--- src/rtl/core/dstp_pkg.sv ---
// Package for the data size text parser: parse phase codes, character codes and prefix shift amounts.
// No dependencies; used by every file of the parser.
`timescale 1ns / 1ps
`default_nettype none
package dstp_pkg;

	localparam int unsigned CharW  = 8;
	localparam int unsigned SizeW  = 64;
	localparam int unsigned PhaseW = 3;
	localparam int unsigned ShiftW = 6;

	typedef logic [CharW-1:0]  char_t;
	typedef logic [SizeW-1:0]  size_t;
	typedef logic [PhaseW-1:0] phase_t;
	typedef logic [ShiftW-1:0] shift_t;

	localparam phase_t PH_LEAD   = 3'd0;
	localparam phase_t PH_DIGITS = 3'd1;
	localparam phase_t PH_GAP    = 3'd2;
	localparam phase_t PH_PREFIX = 3'd3;
	localparam phase_t PH_I      = 3'd4;
	localparam phase_t PH_TRAIL  = 3'd5;
	localparam phase_t PH_ERROR  = 3'd6;

	localparam char_t CH_NUL   = 8'h00;
	localparam char_t CH_TAB   = 8'h09;
	localparam char_t CH_SPACE = 8'h20;
	localparam char_t CH_ZERO  = 8'h30;
	localparam char_t CH_NINE  = 8'h39;
	localparam char_t CH_UC_B  = 8'h42;
	localparam char_t CH_LC_B  = 8'h62;
	localparam char_t CH_UC_I  = 8'h49;
	localparam char_t CH_LC_I  = 8'h69;
	localparam char_t CH_UC_K  = 8'h4B;
	localparam char_t CH_LC_K  = 8'h6B;
	localparam char_t CH_UC_M  = 8'h4D;
	localparam char_t CH_LC_M  = 8'h6D;
	localparam char_t CH_UC_G  = 8'h47;
	localparam char_t CH_LC_G  = 8'h67;
	localparam char_t CH_UC_T  = 8'h54;
	localparam char_t CH_LC_T  = 8'h74;

	localparam shift_t SH_NONE = 6'd0;
	localparam shift_t SH_KILO = 6'd10;
	localparam shift_t SH_MEGA = 6'd20;
	localparam shift_t SH_GIGA = 6'd30;
	localparam shift_t SH_TERA = 6'd40;

endpackage
`default_nettype wire

--- src/rtl/core/dstp_char_if.sv ---
// Character stream channel: valid/ready handshake carrying one text byte.
// Depends on dstp_pkg for the payload type.
`timescale 1ns / 1ps
`default_nettype none
interface dstp_char_if;
	logic              valid;
	logic              ready;
	dstp_pkg::char_t   char_code;

	modport source (output valid, output char_code, input ready);
	modport sink   (input valid, input char_code, output ready);
endinterface
`default_nettype wire

--- src/rtl/core/dstp_size_if.sv ---
// Result channel: valid/ready handshake carrying the accept flag and byte count.
// Depends on dstp_pkg for the payload type.
`timescale 1ns / 1ps
`default_nettype none
interface dstp_size_if;
	logic              valid;
	logic              ready;
	logic              accepted;
	dstp_pkg::size_t   size_bytes;

	modport source (output valid, output accepted, output size_bytes, input ready);
	modport sink   (input valid, input accepted, input size_bytes, output ready);
endinterface
`default_nettype wire

--- src/rtl/core/data_size_text_parser_core.sv ---
// A terminator passes from the input register into the result register.
// Throughput: one character per cycle, but for the input stall below; the digit step (x*10 + d with carry-out
// check) is combinational and feeds the accumulator register directly.
// The input stage stalls only while it holds a terminator and the result
// register is full and not taken. Reset clears all parse state and valid flags.
// Depends on dstp_pkg, dstp_char_if and dstp_size_if.
`timescale 1ns / 1ps
`default_nettype none
module data_size_text_parser_core (
	input  wire logic         clk,
	input  wire logic         arst_n,
	dstp_char_if.sink         text,
	dstp_size_if.source       result
);

	// input register
	logic             valid_s1;
	dstp_pkg::char_t  char_s1;

	// parse state
	dstp_pkg::phase_t phase_q;
	dstp_pkg::size_t  number_q;
	dstp_pkg::shift_t shift_q;

	// result register
	logic             out_valid_q;
	logic             accepted_q;
	dstp_pkg::size_t  size_q;

	logic advance;
	logic work;
	logic is_term;

	assign is_term = (char_s1 == dstp_pkg::CH_NUL);
	assign advance = !(valid_s1 && is_term && out_valid_q && !result.ready);
	assign work    = valid_s1 && advance;

	assign text.ready = !valid_s1 || advance;

	always_ff @(posedge clk or negedge arst_n) begin
		if (!arst_n) begin
			valid_s1 <= 1'b0;
		end else if (text.ready) begin
			valid_s1 <= text.valid;
		end
	end

	always_ff @(posedge clk) begin
		if (text.ready && text.valid) begin
			char_s1 <= text.char_code;
		end
	end

	// character classes
	logic             is_digit;
	logic             is_blank;
	logic             is_b;
	logic             is_i;
	logic [3:0]       digit;
	dstp_pkg::shift_t prefix_sh;

	assign is_digit = (char_s1 >= dstp_pkg::CH_ZERO) && (char_s1 <= dstp_pkg::CH_NINE);
	assign is_blank = (char_s1 == dstp_pkg::CH_SPACE) || (char_s1 == dstp_pkg::CH_TAB);
	assign is_b     = (char_s1 == dstp_pkg::CH_UC_B) || (char_s1 == dstp_pkg::CH_LC_B);
	assign is_i     = (char_s1 == dstp_pkg::CH_UC_I) || (char_s1 == dstp_pkg::CH_LC_I);
	assign digit    = char_s1[3:0];

	always_comb begin
		case (char_s1)
			dstp_pkg::CH_UC_K, dstp_pkg::CH_LC_K: prefix_sh = dstp_pkg::SH_KILO;
			dstp_pkg::CH_UC_M, dstp_pkg::CH_LC_M: prefix_sh = dstp_pkg::SH_MEGA;
			dstp_pkg::CH_UC_G, dstp_pkg::CH_LC_G: prefix_sh = dstp_pkg::SH_GIGA;
			dstp_pkg::CH_UC_T, dstp_pkg::CH_LC_T: prefix_sh = dstp_pkg::SH_TERA;
			default:                              prefix_sh = dstp_pkg::SH_NONE;
		endcase
	end

	// x*10 + d as (x<<3) + (x<<1) + d; any bit above 63 is an overflow
	logic [dstp_pkg::SizeW+3:0] acc_next;
	logic                       acc_ovf;

	assign acc_next = {1'b0, number_q, 3'b000} + {3'b000, number_q, 1'b0}
		+ {{(dstp_pkg::SizeW){1'b0}}, digit};
	assign acc_ovf  = |acc_next[dstp_pkg::SizeW+3:dstp_pkg::SizeW];

	// scaling at the terminator: bits shifted out must all be zero
	logic scale_ovf;

	always_comb begin
		case (shift_q)
			dstp_pkg::SH_KILO: scale_ovf = |number_q[63:54];
			dstp_pkg::SH_MEGA: scale_ovf = |number_q[63:44];
			dstp_pkg::SH_GIGA: scale_ovf = |number_q[63:34];
			dstp_pkg::SH_TERA: scale_ovf = |number_q[63:24];
			default:           scale_ovf = 1'b0;
		endcase
	end

	logic            term_ok;
	dstp_pkg::size_t scaled;

	assign scaled  = number_q << shift_q;
	assign term_ok = ((phase_q == dstp_pkg::PH_DIGITS) || (phase_q == dstp_pkg::PH_GAP)
		|| (phase_q == dstp_pkg::PH_PREFIX) || (phase_q == dstp_pkg::PH_TRAIL))
		&& !scale_ovf;

	// next state for a non-terminator character
	dstp_pkg::phase_t phase_d;
	dstp_pkg::size_t  number_d;
	dstp_pkg::shift_t shift_d;
	logic             unit_lead;

	always_comb begin
		phase_d   = phase_q;
		number_d  = number_q;
		shift_d   = shift_q;
		unit_lead = 1'b0;
		case (phase_q)
			dstp_pkg::PH_LEAD: begin
				if (is_digit) begin
					number_d = {{(dstp_pkg::SizeW-4){1'b0}}, digit};
					phase_d  = dstp_pkg::PH_DIGITS;
				end else if (!is_blank) begin
					phase_d = dstp_pkg::PH_ERROR;
				end
			end
			dstp_pkg::PH_DIGITS: begin
				if (is_digit) begin
					if (acc_ovf) begin
						phase_d = dstp_pkg::PH_ERROR;
					end else begin
						number_d = acc_next[dstp_pkg::SizeW-1:0];
					end
				end else if (is_blank) begin
					phase_d = dstp_pkg::PH_GAP;
				end else begin
					unit_lead = 1'b1;
				end
			end
			dstp_pkg::PH_GAP: begin
				unit_lead = !is_blank;
			end
			dstp_pkg::PH_PREFIX: begin
				if (is_i) begin
					phase_d = dstp_pkg::PH_I;
				end else if (is_b || is_blank) begin
					phase_d = dstp_pkg::PH_TRAIL;
				end else begin
					phase_d = dstp_pkg::PH_ERROR;
				end
			end
			dstp_pkg::PH_I: begin
				phase_d = is_b ? dstp_pkg::PH_TRAIL : dstp_pkg::PH_ERROR;
			end
			dstp_pkg::PH_TRAIL: begin
				if (!is_blank) begin
					phase_d = dstp_pkg::PH_ERROR;
				end
			end
			default: begin
				phase_d = dstp_pkg::PH_ERROR;
			end
		endcase
		if (unit_lead) begin
			if (prefix_sh != dstp_pkg::SH_NONE) begin
				shift_d = prefix_sh;
				phase_d = dstp_pkg::PH_PREFIX;
			end else if (is_b) begin
				shift_d = dstp_pkg::SH_NONE;
				phase_d = dstp_pkg::PH_TRAIL;
			end else begin
				phase_d = dstp_pkg::PH_ERROR;
			end
		end
	end

	always_ff @(posedge clk or negedge arst_n) begin
		if (!arst_n) begin
			phase_q  <= dstp_pkg::PH_LEAD;
			number_q <= '0;
			shift_q  <= dstp_pkg::SH_NONE;
		end else if (work) begin
			if (is_term) begin
				phase_q  <= dstp_pkg::PH_LEAD;
				number_q <= '0;
				shift_q  <= dstp_pkg::SH_NONE;
			end else begin
				phase_q  <= phase_d;
				number_q <= number_d;
				shift_q  <= shift_d;
			end
		end
	end

	always_ff @(posedge clk or negedge arst_n) begin
		if (!arst_n) begin
			out_valid_q <= 1'b0;
		end else if (work && is_term) begin
			out_valid_q <= 1'b1;
		end else if (result.ready) begin
			out_valid_q <= 1'b0;
		end
	end

	always_ff @(posedge clk) begin
		if (work && is_term) begin
			accepted_q <= term_ok;
			size_q     <= term_ok ? scaled : '0;
		end
	end

	assign result.valid      = out_valid_q;
	assign result.accepted   = accepted_q;
	assign result.size_bytes = size_q;

`ifndef SYNTHESIS
	// a new result appears only after a terminator was processed
	assert property (@(posedge clk) disable iff (!arst_n)
		$rose(out_valid_q) |-> $past(work && is_term))
		else $error("result valid without a terminator");

	// a rejected string reports a zero size
	assert property (@(posedge clk) disable iff (!arst_n)
		out_valid_q && !accepted_q |-> size_q == '0)
		else $error("rejected result with nonzero size");

	// the terminator returns the parser to its reset state
	assert property (@(posedge clk) disable iff (!arst_n)
		work && is_term |=> phase_q == dstp_pkg::PH_LEAD && number_q == '0
			&& shift_q == dstp_pkg::SH_NONE)
		else $error("parse state not cleared after terminator");

	// the input stalls only behind a pending terminator and a full result register
	assert property (@(posedge clk) disable iff (!arst_n)
		!text.ready |-> valid_s1 && is_term && out_valid_q && !result.ready)
		else $error("input stalled without cause");

	// a pending result that is not taken must not be overwritten
	assert property (@(posedge clk) disable iff (!arst_n)
		out_valid_q && !result.ready |=> $stable(size_q) && $stable(accepted_q))
		else $error("pending result overwritten");
`endif

endmodule
`default_nettype wire
--- src/flat_wrapper.sv ---
// flat-port wrapper written by rule: the top's interface ports become plain ports
module data_size_text_parser_core_flat 
  (clk, arst_n, text_valid, text_char_code, text_ready, result_valid, result_accepted, result_size_bytes, result_ready);
  dstp_char_if text_i ();
  dstp_size_if result_i ();
  input  wire logic clk;
  input  wire logic arst_n;
  input wire logic [$bits(text_i.valid)-1:0] text_valid;
  input wire logic [$bits(text_i.char_code)-1:0] text_char_code;
  output wire logic [$bits(text_i.ready)-1:0] text_ready;
  output wire logic [$bits(result_i.valid)-1:0] result_valid;
  output wire logic [$bits(result_i.accepted)-1:0] result_accepted;
  output wire logic [$bits(result_i.size_bytes)-1:0] result_size_bytes;
  input wire logic [$bits(result_i.ready)-1:0] result_ready;
  assign text_i.valid = text_valid;
  assign text_i.char_code = text_char_code;
  assign text_ready = text_i.ready;
  assign result_valid = result_i.valid;
  assign result_accepted = result_i.accepted;
  assign result_size_bytes = result_i.size_bytes;
  assign result_i.ready = result_ready;
  data_size_text_parser_core u_core (.clk(clk), .arst_n(arst_n), .text(text_i), .result(result_i));
endmodule
--- config.mk ---
export PLATFORM = sky130hd
export DESIGN_NAME = data_size_text_parser_core_flat
export DESIGN_NICKNAME = d
export VERILOG_FILES = /design/src/rtl/core/dstp_pkg.sv /design/src/rtl/core/dstp_char_if.sv /design/src/rtl/core/dstp_size_if.sv /design/src/rtl/core/data_size_text_parser_core.sv /design/src/flat_wrapper.sv
export SDC_FILE = /design/constraint.sdc
export NUM_CORES = 1
export LEC_CHECK = 0
export BUFFER_PORTS_ARGS = -buffer_cell sky130_fd_sc_hd__buf_2
export CORE_MARGIN = 3
export CORE_UTILIZATION = 45
export DETAILED_ROUTE_END_ITERATION = 7
export PLACE_DENSITY = 0.75
export SKIP_CTS_REPAIR_TIMING = 1
export SLEW_MARGIN = 20
export SYNTH_ARGS = -nofsm -noshare
export SYNTH_HDL_FRONTEND = slang
export SYNTH_SLANG_ARGS = --single-unit
--- constraint.sdc ---
create_clock -name clk -period 4.2 [get_ports clk]
set_clock_uncertainty 0.05 [all_clocks]
set_input_delay 0.63 -clock clk [delete_from_list [all_inputs] [get_ports clk]]
set_output_delay 0.63 -clock clk [all_outputs]
set_load 0.02 [all_outputs]
# Word-level counts from Yosys, hierarchy flattened

Index checks and enable logic that the tools add are counted.

Bits of input ports: 12
Bits in registers: 148
Logic and storage cells: 110
Output and inout bits: 67

Order comparisons: 2
Add/subtract/negate cells: 2
Shift-type cells: 1
Mux-type cells: 28
Equal/unequal tests: 29
Reduce and logical (&&, ||, !) cells: 40

Operators with widths:

| kind                                                                                 | count |
|---|---|
| 64-bit two-way mux                                                                   | 4 |
| 64-bit case mux with 2 select lines                                                  | 1 |
| 8-bit by 7-bit equality test with 1-bit output (second input constant)               | 12 |
| 67-bit by 65-bit adder with 68-bit output                                            | 1 |
| 68-bit by 4-bit adder with 68-bit output                                             | 1 |
| 64-bit by 6-bit left shift with 64-bit output                                        | 1 |
| 40-bit OR reduction                                                                  | 1 |
| 30-bit OR reduction                                                                  | 1 |
| 3-bit two-way mux                                                                    | 9 |
| 6-bit two-way mux                                                                    | 4 |
| 6-bit case mux with 4 select lines                                                   | 1 |
| 20-bit OR reduction                                                                  | 1 |
| 3-bit case mux with 6 select lines                                                   | 1 |
| 6-bit by 5-bit equality test with 1-bit output (second input constant)               | 2 |
| 10-bit OR reduction                                                                  | 1 |
| 3-bit by 1-bit inequality test with 1-bit output (second input constant)             | 3 |
| 8-bit by 4-bit equality test with 1-bit output (second input constant)               | 1 |
| 8-bit by 6-bit equality test with 1-bit output (second input constant)               | 1 |
| 8-bit by 6-bit greater-or-equal comparator with 1-bit output (second input constant) | 1 |
| 8-bit by 6-bit less-or-equal comparator with 1-bit output (second input constant)    | 1 |
| 1-bit logical AND                                                                    | 8 |
| 8-bit zero test                                                                      | 1 |
| 1-bit logical OR                                                                     | 8 |
| 2-bit OR reduction                                                                   | 4 |
| 21 further kinds                                                                     | 33 |

# Logic depth before layout (Yosys ltp)

Depth in word-level cells: 8
Depth in mapped cells: 17
Gate-level depth less buffers: 14

# Least setup slack after synthesis

Ideal clock, no wire load.

Path type: register to register
Start: register u_core.char_s1[2]
End: register u_core.accepted_q (netlist: u_core.result.accepted), enable pin
Path buffers: 1
Stages on the path, launching flop included: 7
Library setup time: 0.488 ns
Period minus slack after synthesis: 4.548 ns
Required time: 3.662 ns
Path slack: -0.348 ns
Arrival time: 4.009 ns
Cell sequence: edfxtp_1 -> clkbuf_1 -> nor2_1 -> nand2_1 -> nor4_1 -> nand2_1 -> nor2_1

Word-level cells in the longest chain between the ends: 7

Ends and longest elaborated chain:

| element                        | RTL line                          | text |
|---|---|---|
| start, declared                | data_size_text_parser_core.sv:18  | `dstp_pkg::char_t char_s1;` |
| start signal, assigned         | data_size_text_parser_core.sv:50  | `char_s1 <= text.char_code;` |
| 8-bit zero test *              | data_size_text_parser_core.sv:34  | `assign is_term = (char_s1 == dstp_pkg::CH_NUL);` |
| 1-bit logical AND (3 in a row) | data_size_text_parser_core.sv:35  | `assign advance = !(valid_s1 && is_term && out_valid_q && !result.ready);` |
| 1-bit zero test                | data_size_text_parser_core.sv:35  |  |
| 1-bit logical AND              | data_size_text_parser_core.sv:36  | `assign work = valid_s1 && advance;` |
| 1-bit logical AND *            | data_size_text_parser_core.sv:206 | `if (work && is_term) begin` |
| end signal, assigned           | data_size_text_parser_core.sv:207 | `accepted_q <= term_ok;` |
| end, declared                  | data_size_text_parser_core.sv:27  | `logic accepted_q;` |

Mark *: on every way between the ends. The rest lies on a longest branch, timed or not.
A chain may end at the register's enable or synchronous reset.

# Final worst setup path

Start: register u_core.number_q[21]
End: register u_core.number_q[21]

Word-level cells in the longest chain between the ends: 5

Ends and longest elaborated chain:

| element                                                    | RTL line                          | text |
|---|---|---|
| start, declared                                            | data_size_text_parser_core.sv:22  | `dstp_pkg::size_t number_q;` |
| start signal, assigned                                     | data_size_text_parser_core.sv:189 | `number_q <= number_d;` |
| 67-bit by 65-bit adder with 68-bit output                  | data_size_text_parser_core.sv:82  | `assign acc_next = {1'b0, number_q, 3'b000} + {3'b000, number_q, 1'b0}` |
| 68-bit by 4-bit adder with 68-bit output                   | data_size_text_parser_core.sv:83  | `+ {{(dstp_pkg::SizeW){1'b0}}, digit};` |
| 4-bit OR reduction                                         | data_size_text_parser_core.sv:84  | `assign acc_ovf = \|acc_next[dstp_pkg::SizeW+3:dstp_pkg::SizeW];` |
| 3-bit by 2-bit inequality test with 1-bit output (no line) | n/a                               |  |
| 5-bit AND reduction (no line)                              | n/a                               |  |

Every way passes these cells.

==> impl_metrics.json <==
{
  "status": "finished, final reports clean",
  "synth_edf_count": 73,
  "path_max_fanout": 25,
  "overflow": 0,
  "grt_start_max_net_pins": 66,
  "dpl-instance-area_sq_um": 14400,
  "intPower_mw": 2.40,
  "dpl.hpwl_mm": 31.7,
  "grt_pass1_vias": 11700,
  "hp-class": "in -> async",
  "drive_gt1_share_pct": 16.9,
  "initial_core_util_pct": 45.9,
  "port_buffers": 78,
  "die_h_microns": 178,
  "cts_tree": "yes",
  "antenna_cells": 0,
  "synth-main-ff-cell": "edfxtp_1",
  "setup.worst_path.class": "reg -> reg",
  "max_slew_margin_pct": 46.6,
  "dieArea_sq_um": 31500,
  "fmax_mhz": 245,
  "ys_seq_area_share_pct": 30.3,
  "leakage_nw": 6.87,
  "fp-row-count": 62,
  "ys_ff_latch": 146,
  "async_flop_share_pct": 50.0,
  "sw_frac_of_total_pct": 25.0,
  "clock_path_buffers": 2,
  "vias": 12300,
  "gp_congestion": 0.995,
  "fin_nets": 1724,
  "setup_viol": 0,
  "cap_violations": 0,
  "area.sequential_sq_um": 4030,
  "syn_area_sq_um": 13300,
  "cts_sinks": 146,
  "syn_nets": 1636,
  "cts_max_level": 4,
  "drt_iter0_markers": 1230,
  "syn_area_per_cell_sq_um": 8.86,
  "p_sw_mw": 0.800,
  "seq_power_share_pct": 47.6,
  "report.final.slew_viol_count": 0,
  "drtPass1Iterations": 6,
  "yosys_warnings": 0,
  "ir_drop_mv": 0.297,
  "power_density_nw_per_um2": 213,
  "cp.required_ns": 4.46,
  "coreArea_sq_um": 28900,
  "cts_made_buffers": 17,
  "crit_path_end_kind": "register",
  "clk_latency_ns": 0.44,
  "hold_slack_ns": 0.0762,
  "finalCritPeriodShare_pct": 97.3,
  "totalWireLength_mm": 40.4,
  "pin_count": 79,
  "synth_cells": 1495,
  "nFillCells": 2666,
  "postRouteAntennaNets": 0,
  "drc_errors": 0,
  "critPathLaunchType": "register",
  "final_hold_viol_count": 0,
  "grt.total_usage_pct": 25.5,
  "syn_to_final_growth_pct": 13.2,
  "tightest_slew_ns": 0.800,
  "vias_per_cell": 6.20,
  "period_needed_ns": 4.09,
  "drt-wirelength-per-cell_microns": 20.4,
  "multiInputGateArea_sq_um": 8780,
  "power_frac_clock_pct": 47.1,
  "grt_pass1_wl_mm": 63.8,
  "cts.reportedPaths.clkPinSlew_ns": 0.07,
  "synth_cell_types": 76,
  "critPathArrivalTime_ns": 4.35,
  "cts_root_buf": "clkbuf_16",
  "antenna_found_initial": 0,
  "die_x_microns": 178,
  "p_comb_share_pct": 5.3,
  "final_area_sq_um": 15000
}
logic make-up after synthesis:
family / synth area share, %
xor gates and xnor gates: 4.03
AOI/OAI and AO/OA: 22.4
and+or+nand+nor: 17.1
DFF: 30.3
muxes: 10.1
adders and majority gates: 12.3
buffers and inverters: 3.72
worst paths after layout:
| check | endpoint | slack, ns | cells past startpoint | start |
|---|---|---|---|---|
| max | u_core.number_q[21] | 0.11 | 14 | u_core.number_q[21] |
| min | u_core.number_q[24] | 0.08 | 1 | arst_n |
| max reg2reg | u_core.number_q[21] | 0.11 | 14 | u_core.number_q[21] |
| min reg2reg | u_core.number_q[24] | 0.53 | 1 | u_core.number_q[24] |
| max in group asynchronous | u_core.phase_q[0] | 3.07 | 2 | arst_n |
| min in group clk | u_core.char_s1[5] | 0.32 | 1 | text_char_code[5] |
Yosys cell counts, types with 4 or more instances:
library cell / count / share of area (%)
and2_1: 14 / 0.66
xnor2_1: 39 / 2.6
inv_1: 22 / 0.62
nor3_1: 21 / 0.79
a221oi_1: 4 / 0.26
nand3_1: 21 / 0.79
or3_1: 10 / 0.47
o211ai_1: 11 / 0.62
edfxtp_1: 73 / 17
o21bai_1: 13 / 0.74
o21ai_1: 8 / 0.30
a21oi_1: 126 / 4.8
a22o_1: 47 / 3.1
nand2_1: 193 / 5.5
or2_2: 6 / 0.28
a31oi_1: 6 / 0.28
or4_1: 6 / 0.34
o31ai_1: 6 / 0.34
clkbuf_1: 48 / 1.4
o21ai_0: 81 / 3.1
ha_1: 127 / 12
a21boi_0: 4 / 0.23
mux4_2: 29 / 4.9
o221ai_1: 4 / 0.26
buf_1: 16 / 0.45
and3_1: 13 / 0.61
a211oi_1: 49 / 2.8
nor4_1: 18 / 0.85
buf_4: 5 / 0.28
buf_2: 19 / 0.72
nor2_1: 143 / 4.1
o21a_1: 12 / 0.68
nor2b_1: 14 / 0.66
o22a_1: 4 / 0.26
nand4_1: 21 / 0.99
mux2i_1: 44 / 3.3
a21o_1: 43 / 2.4
mux2_2: 18 / 1.5
xor2_1: 22 / 1.5
nand2b_1: 10 / 0.47
dfrtp_1: 73 / 14
layout by cell type (no fill, tap or decap), types with 21 or more instances in the layout:
master      n
nand2_1   193
nand3_1    21
a211oi_1   49
dfrtp_1    70
buf_4      79
mux4_2     29
nand4_1    21
a21oi_1   123
a21o_1     42
inv_1      22
o21ai_0    80
buf_2      77
edfxtp_1   73
nor2_1    142
a22o_1     47
xnor2_1    39
nor3_1     21
mux2i_1    44
ha_1      127
xor2_1     22
worst max-delay path: stages (launching register included):
cell and delay, ns:
dfrtp_1 0.48, ha_1 0.34, ha_1 0.36, a21oi_1 0.26, o21a_1 0.18, o22ai_1 0.12
nor4_1 0.30, buf_4 0.17, a21oi_1 0.10, or3_4 0.40, a311oi_2 0.26, nand4_2 0.20
a21o_2 0.27, buf_12 0.17, mux2_4 0.30
state kept, by name, summed over array words and instances, names as in the netlist:
signal / flops
u_core.phase_q: 3
u_core.number_q: 64
u_core.shift_q: 4
u_core.result.valid: 1
u_core.result.size_bytes: 64
u_core.valid_s1: 1
u_core.result.accepted: 1
u_core.char_s1: 8
layout make-up:
class                      instances  share of cell area (%)
tap                              384                    3.20
clock buffer                      17                    2.84
multi-input combinational       1233                    58.5
sequential                       146                    26.8
timing repair buffer             159                    6.92
clock inverter                    15                    1.00
inverter                          26                   0.651
per-layer routing:
| metal | track usage [%] | wire [microns] |
|---|---|---|
| met1 | 35.0 | 17600 |
| met3 | 3.68 | 3050 |
| met5 | 0 | 0 |
| met2 | 40.4 | 18000 |
| met4 | 10.8 | 1750 |
power groups by stage:
stage,clock network (mW),registers [mW],logic (mW)
finish,1.51,1.52,0.169
global route,1.57,1.52,0.186
CTS,1.51,1.52,0.167
detailed placement,0,1.55,0.167
global placement,0,1.55,0.163
floorplan,0,1.55,0.106
metrics by stage:
step	setup slack (ns)	utilization, %	TNS [ns]	std cells	power (mW)
finish	0.114	52.0	0	1980	3.20
global route	-0.0133	52.0	-0.0252	1980	3.28
CTS	0.103	51.8	0	1978	3.20
detailed placement	0.131	49.8	0	1946	1.72
global placement	0.186	49.8	0	1946	1.71
floorplan	0.0897	-	0	1495	1.65
Note: power is estimated with default switching activity, not from simulation.
